File: src/hw/rtl/rbst_pkg.sv
// ---------------------------------------------------------------------------
// rbst_pkg
// Types and constants shared by the ray box slab test modules.
// ---------------------------------------------------------------------------
package rbst_pkg;

  localparam int FRAC_BITS_DEF = 16;
  localparam int AXES          = 3;
  localparam int NUM_W         = 34;  // width of a signed plane offset
  localparam int DIV_RW        = 64;  // divider remainder width
  localparam int DIV_QW        = 32;  // quotient bits produced
  localparam int DIV_LAT       = DIV_QW + 2;
  localparam int LANE_LAT      = DIV_LAT + 1;
  localparam int TOP_LAT       = LANE_LAT + 1;

  localparam logic [1:0] AXIS_X = 2'd0;
  localparam logic [1:0] AXIS_Y = 2'd1;
  localparam logic [1:0] AXIS_Z = 2'd2;
  localparam logic [1:0] AXIS_NONE = 2'd3;

  typedef struct packed {
    logic signed [31:0] origin_x;
    logic signed [31:0] origin_y;
    logic signed [31:0] origin_z;
    logic signed [31:0] dir_x;
    logic signed [31:0] dir_y;
    logic signed [31:0] dir_z;
    logic [30:0]        half_x;
    logic [30:0]        half_y;
    logic [30:0]        half_z;
    logic [30:0]        max_distance;
  } in_req_t;

  typedef struct packed {
    logic        hit;
    logic [30:0] distance;
    logic [1:0]  face_axis;
    logic        face_negative;
  } out_res_t;

  typedef struct packed {
    logic is_par;
    logic outside;
    logic dir_pos;
  } lane_flags_t;

  typedef struct packed {
    lane_flags_t        flags;
    logic signed [31:0] lo;
    logic signed [31:0] hi;
  } lane_res_t;

endpackage

File: src/hw/rtl/rbst_merge.sv
// ---------------------------------------------------------------------------
// rbst_merge
// Combines the three axis intervals into entry, exit and face, and decides
// hit or miss.
// ---------------------------------------------------------------------------
module rbst_merge (
  input  logic                 clk,
  input  rbst_pkg::lane_res_t  lane_in [rbst_pkg::AXES],
  input  logic [30:0]          max_distance,
  output rbst_pkg::out_res_t   res
);
  import rbst_pkg::*;

  logic signed [31:0] entry;
  logic signed [31:0] exit_t;
  logic [1:0]         axis_in;
  logic               have_exit;
  logic               par_miss;
  logic               face_neg;
  logic               miss;
  out_res_t           res_nxt;
  out_res_t           res_r;

  always_comb begin
    entry     = '0;
    exit_t    = '0;
    axis_in   = AXIS_NONE;
    have_exit = 1'b0;
    par_miss  = 1'b0;
    face_neg  = 1'b0;
    for (int a = 0; a < AXES; a++) begin
      if (lane_in[a].flags.is_par) begin
        par_miss = par_miss | lane_in[a].flags.outside;
      end else begin
        // Only a strictly later entry moves the face, so ties keep the earlier axis.
        if (axis_in == AXIS_NONE || lane_in[a].lo > entry) begin
          entry    = lane_in[a].lo;
          axis_in  = 2'(a);
          face_neg = lane_in[a].flags.dir_pos;
        end
        if (!have_exit || lane_in[a].hi < exit_t) begin
          exit_t    = lane_in[a].hi;
          have_exit = 1'b1;
        end
      end
    end
    miss = par_miss || axis_in == AXIS_NONE || entry > exit_t || exit_t < 0 ||
           33'(entry) > $signed({2'b00, max_distance});
    if (miss) begin
      res_nxt = '0;
    end else begin
      res_nxt.hit           = 1'b1;
      res_nxt.distance      = (entry > 0) ? entry[30:0] : 31'd0;
      res_nxt.face_axis     = axis_in;
      res_nxt.face_negative = face_neg;
    end
  end

  always_ff @(posedge clk) begin
    res_r <= res_nxt;
  end

  assign res = res_r;

endmodule

File: config.mk
export PLATFORM = sky130hd
export DESIGN_NAME = rbst_merge
export DESIGN_NICKNAME = d
export VERILOG_FILES = /design/src/hw/rtl/rbst_pkg.sv /design/src/hw/rtl/rbst_merge.sv
export SDC_FILE = /design/constraint.sdc
export NUM_CORES = 1
export LEC_CHECK = 0
export BUFFER_PORTS_ARGS = -buffer_cell sky130_fd_sc_hd__buf_2
export CORE_ASPECT_RATIO = 0.6
export CORE_MARGIN = 2
export CORE_UTILIZATION = 52
export CTS_CLUSTER_SIZE = 30
export DETAILED_ROUTE_END_ITERATION = 16
export GPL_TIMING_DRIVEN = 0
export HOLD_SLACK_MARGIN = 0.03
export PLACE_DENSITY = 0.84
export SYNTH_ARGS = -nofsm -noshare
export SYNTH_HDL_FRONTEND = slang
export SYNTH_SLANG_ARGS = --single-unit
export TNS_END_PERCENT = 20
File: constraint.sdc
create_clock -name clk -period 14.55 [get_ports clk]
set_clock_uncertainty 0.2 [all_clocks]
set_input_delay 2.91 -clock clk [delete_from_list [all_inputs] [get_ports clk]]
set_output_delay 2.91 -clock clk [all_outputs]
set_load 0.03 [all_outputs]
==> results of run 1 <==
## metrics by stage
| step | hold slack, ps | cells |
|---|---|---|
| 5_1_grt | 2832 | 1444 |
| 3_5_place_dp | 3036 | 1436 |
| 2_1_floorplan | 2902 | 978 |
| 3_3_place_gp | 3041 | 1436 |
| 4_1_cts | 2754 | 1444 |
| 6_report | 2752 | 1444 |
## power groups by stage
stage | registers [mW] | logic, mW | clock network [mW]
final | 0.107 | 0.477 | 0.118
after floorplan | 0.125 | 0.298 | 0
after CTS | 0.107 | 0.464 | 0.117
after detailed placement | 0.109 | 0.460 | 0
after global placement | 0.109 | 0.450 | 0
after global routing | 0.108 | 0.531 | 0.121
## Yosys cell counts (2+ instances only)
master	n
nand2_1	129
or3b_1	2
clkinv_1	2
o311a_1	2
a21o_1	44
nor2b_1	9
inv_1	55
nand3_1	12
nor3_1	15
nand4_1	40
a32oi_1	30
or3_1	3
a221oi_1	4
and2_1	2
a22o_1	2
a211oi_1	13
mux2_2	22
clkbuf_1	30
nand2b_1	4
a22oi_1	17
nor3b_1	2
nor4_1	10
dfxtp_1	35
o21ai_0	57
a21oi_1	54
mux2i_1	2
and3_1	33
ha_1	189
buf_1	4
or4_1	3
o31a_1	3
mux2_4	10
a211o_1	2
buf_2	4
a31o_2	2
buf_6	2
nor2_1	64
o211ai_1	9
or2_2	3
o21ai_1	9
a31oi_1	5
o21a_1	11
## area by class of cell
class / count / area (sq um)
buffer: 41 / 193.9
clock buffer: 8 / 156.4
fill: 1217 / 4647
multi-input combinational: 845 / 6349
timing repair buffer: 266 / 1331
inverter: 57 / 214.0
sequential: 35 / 700.7
tap: 192 / 240.2
## kinds of logic (layout without fill, tap and decap cells)
logic type,after synthesis,count (layout)
adder cells (fa/ha/maj),189,189
buffers and inverters,98,372
AND/OR/NAND/NOR,338,338
AO/OA/AOI/OAI,283,283
multiplexers,34,34
flip-flops,35,35
XOR/XNOR,1,1
## routing by layer
metal | vias up | part of all wire (%) | global-route usage, %
li1 | 4260 | - | -
met1 | 3979 | 47 | 51.83
met2 | 500 | 39 | 48.93
met3 | 41 | 12 | 7.079
met4 | 4 | 1.7 | 5.960
met5 | - | 0.10 | 0
## critical path: cells and delay by family
family | cells | cell delay (ps)
compound gates | 11 | 3330
simple gates | 13 | 3570
fa+ha+maj | 3 | 980
buf+inv | 11 | 3000
mux | 1 | 310
## worst max-delay path by stage
stage | startpoint | end | slack (ps) | depth (start not counted)
3_5_place_dp | lane_in[200] | res[13]$_SDFF_PP0_ | -150 | 39
5_1_grt | lane_in[200] | res[12]$_SDFF_PP0_ | 100 | 40
4_1_cts | lane_in[200] | res[13]$_SDFF_PP0_ | 90 | 39
6_report | lane_in[200] | res[13]$_SDFF_PP0_ | 420 | 39
2_1_floorplan | lane_in[200] | res[10]$_SDFF_PP0_ | 3170 | 39
3_3_place_gp | lane_in[200] | res[12]$_SDFF_PP0_ | 100 | 39
==> results.md, run 1 <==
- Fin area: 9185 sq um
- Area share of fa/ha/maj cells after synthesis: 31.78%
- Gate power share: 68.0%
- Gr ovfl total: 0
- Net count after synthesis: 1400
- Leakage: 4.865 nW
- Placed cell area: 9012 sq um
- Sequential share of the synthesized area: 9.417%
- Rows: 33
- Synth top area cells: ha_1 32%, dfxtp_1 9.4%, nand2_1 6.5%, a21o_1 4.4%, o21ai_0 3.8%
- Syn Inst Count: 978
- Hold_buf cts: 0
- Clk network pwr share: 16.8%
- Worst slew margin: 35.08%
- Synth area leader: ha_1
- CTS Buf Count: 5
- Initial antenna violation count: 2
- PwrDens: 76.43 nW/um^2
- DRT Wirelength: 27.06 mm
- Warnings from Yosys: 0
- #FFs+latches synth: 35
- Post-synth EDFFs: 0
- Post-Route Setup TNS: 0 ps
- Dpl ws: -145.8 ps
- Gp weighted congestion: 0.9381
- Worst hold stages: 3
- Tmin final: 14130 ps
- Distinct cells, synth: 70
- Crit path DAT: 14150 ps
- Total power: 0.7020 mW
- Clock sink total: 35
- Worst-path clk slew: 60 ps
- Setup violations, final: 0
- Actual slew at the worst max-slew pin: 964.8 ps
- # IOs: 268
- Fin util: 66.40%
- Int Power: 0.3692 mW
- Die Area: 15310 sq um
- Critical Path End Type: register
- Clk buf depth: 2
- Fmax: 70.79 MHz
- Post-route clock period utilization: 97.08%
- Final Net Count: 1673
- Worst hold start: lane_in[64]
- HPWL Detailed: 23.38 mm
- Switching share of power: 47.41%
- Reg power frac: 15.2%
- Simple-Gate Fraction of Synth Area: 21.84%
- Status: complete, no violations
- Worst Hold Class: input port to register
- Vias/cell: 6.083
- Die Height: 96.66 um
- DR vias: 8784
- # port buffers: 266
- CTS tree: done
- Post-DRT Antenna Nets: 0
- # H-tree levels: 2
- Iteration-0 DRC Markers: 835
- Initial core utilization: 53.79%
- Crit Path Class: input port to register
- Commonest non-fill, non-tap cells in the layout: 270 x buf_2, 189 x ha_1, 129 x nand2_1
- Post-CTS Repair Setup Buffers: 0
- GRT Total Usage: 33.94%
- Startpoint types: input port
- Top FF cell, synth: dfxtp_1
- Vias in the first global route: 8090
- 1st-pass router iterations: 5
- Multiplexer share of the synthesized area: 5.616%
- Hold Path End: res[0]$_SDFF_PP0_
- Main combinational cell family by area after synthesis: adder cells
- Compound-gate portion of the synthesized area: 25.79%
- Core Region: 13830 sq um
- Switching power: 0.3328 mW
- Max Cap Viol: 0
- Average size of a mapped cell: 7.608 sq um
- Share of layout cells above drive strength 1: 26.12%
- Max reg flops: 35
- Crit-path slowest cell: a2111oi_0
- Slew Viols, Final: 0
- Post-synthesis xor/xnor area fraction: 0.1177%
- # resized after CTS: 0
- RSZ-0062 raised after global routing: false
- Fin. Hold Viols: 0
- First-pass GRT wire length: 41.13 mm
- Per-cell routed wire length: 18.74 um
- CP peak stage delay: 780 ps
- ANT cells: 0
- CP Data Required Time: 14580 ps
- Residual DRC: 0
- Largest net degree at the start of global routing: 11
- Worst setup margin: 424.6 ps
- Worst-path fanout max: 10
- Top cell type's share of synthesized area: 31.78%
- Commonest non-fill, non-tap cell in the layout: buf_2
- Max VDD drop: 0.04072 mV
- Ys async rst share: 0%
- Die Wd: 158.4 um
- Cell Area, Synth: 7441 sq um
- Clk root buf: clkbuf_16
- Area Growth Syn to Fin: 23.44%
Power figures use the tool's default switching activity.
==> run 2, diff against run 1 <==
BUFFER_PORTS_ARGS = default   (was -buffer_cell sky130_fd_sc_hd__buf_2)
CORE_UTILIZATION = 55   (was 52)
DONT_BUFFER_PORTS = 1   (was default)
PLACE_DENSITY = 0.71   (was 0.84)
==> results.md, run 2 (same netlist as run 1, synthesis figures left out) <==
- Status: complete, no violations
- Actual slew at the worst max-slew pin: 914.4 ps
- Gr ovfl total: 0
- CP Data Required Time: 14570 ps
- Setup violations, final: 0
- GRT Total Usage: 34.37%
- Switching share of power: 48.22%
- Max VDD drop: 0.05344 mV
- Core Region: 13010 sq um
- Crit path DAT: 14110 ps
- Vias in the first global route: 7175
- Clk network pwr share: 16.9%
- CTS tree: done
- Area Growth Syn to Fin: 4.876%
- Gate power share: 63.7%
- Fin util: 59.97%
- 1st-pass router iterations: 5
- Die Wd: 154.2 um
- Fin. Hold Viols: 0
- Final Net Count: 1407
- Worst Hold Class: input port to register
- DRT Wirelength: 25.69 mm
- Worst slew margin: 38.47%
- Initial antenna violation count: 0
- HPWL Detailed: 22.19 mm
- Slew Viols, Final: 0
- Post-route clock period utilization: 96.82%
- Total power: 0.6425 mW
- First-pass GRT wire length: 38.76 mm
- Switching power: 0.3098 mW
- Critical Path End Type: register
- Worst-path fanout max: 10
- Iteration-0 DRC Markers: 611
- Max reg flops: 35
- DR vias: 7582
- Die Area: 14510 sq um
- Vias/cell: 6.559
- Commonest non-fill, non-tap cells in the layout: 189 x ha_1, 129 x nand2_1, 64 x nor2_1
- Clk buf depth: 2
- Leakage: 3.750 nW
- Max Cap Viol: 0
- Largest net degree at the start of global routing: 12
- Initial core utilization: 57.18%
- CP peak stage delay: 840 ps
- Share of layout cells above drive strength 1: 5.984%
- PwrDens: 82.33 nW/um^2
- Int Power: 0.3327 mW
- CP most frequent cell: clkbuf_1
- Crit-path slowest cell: nor4_1
- Post-DRT Antenna Nets: 0
- Clk root buf: clkbuf_16
- # port buffers: 0
- Die Height: 94.10 um
- Rows: 32
- # IOs: 268
- ANT cells: 0
- Residual DRC: 0
- Critical Path Source: lane_in[200]
- Startpoint types: input port
- Gp weighted congestion: 0.9816
- Worst-path clk slew: 60 ps
- Per-cell routed wire length: 22.22 um
- Tmin final: 14090 ps
- CTS Buf Count: 5
- Commonest non-fill, non-tap cell in the layout: ha_1
- Clock sink total: 35
- Reg power frac: 19.4%
- Fmax: 70.99 MHz
- CP Capture Point: res[13]$_SDFF_PP0_
- # H-tree levels: 2
- Crit Path Class: input port to register
-- run 2: how the worst min path moves through the flow --
stage,startpoint,end,slack [ps],cells past startpoint
after floorplan,lane_in[64],res[0]$_SDFF_PP0_,2900,2
after global placement,lane_in[64],res[0]$_SDFF_PP0_,2930,2
after detailed placement,lane_in[64],res[0]$_SDFF_PP0_,2940,2
after CTS,lane_in[64],res[0]$_SDFF_PP0_,2640,2
after global routing,lane_in[66],res[2]$_SDFF_PP0_,2660,3
final,lane_in[66],res[2]$_SDFF_PP0_,2640,3
-- run 2: metal layers --
layer | GRT usage, % | up-vias | wire length (um)
li1 | - | 3726 | -
met1 | 51.04 | 3438 | 12470
met2 | 49.10 | 390 | 9795
met3 | 10.10 | 28 | 3040
met4 | 5.140 | 0 | 378
met5 | 0 | - | 0
-- run 2: cell type report --
type | instances | area (sq um)
Buffer | 41 | 192.7
Clock buffer | 6 | 128.9
Clock inverter | 2 | 12.51
Fill cell | 1258 | 5209
Inverter | 57 | 214.0
Multi-Input combinational cell | 845 | 6342
Sequential cell | 35 | 700.7
Tap cell | 170 | 212.7
-- run 2: worst max-delay path, delay by kind of cell --
kind,cells,cell delay [ps]
fa+ha+maj,3,1100
compound gates,9,2760
buf+inv,8,3550
simple gates,12,3770
-- run 2: per-stage QoR --
stage               cells  setup WS [ps]  setup TNS, ps  hold slack [ps]  instance area [sq um]
global route         1156         -11.78         -11.78             2665                   7804
detailed placement   1148          68.31              0             2944                   7654
global placement     1148          249.5              0             2933                   7654
floorplan             978           3166              0             2902                   7441
finish               1156          463.0              0             2644                   7804
CTS                  1156          306.4              0             2641                   7795
-- run 2: repair_timing --
action | 4_1_cts | 5_1_grt
resized for setup | 0 | 4
buffers inserted | 0 | 0
hold buffers | 0 | 0
endpoints found under the hold margin | 0 | 0
endpoints found under the setup margin | 0 | 35
-- run 2: power by group through the flow --
stage          clock [mW]  combinational [mW]  sequential, mW
5_1_grt             0.112               0.463           0.125
4_1_cts             0.108               0.400           0.125
3_5_place_dp            0               0.396           0.127
6_report            0.108               0.409           0.125
2_1_floorplan           0               0.298           0.125
3_3_place_gp            0               0.391           0.127
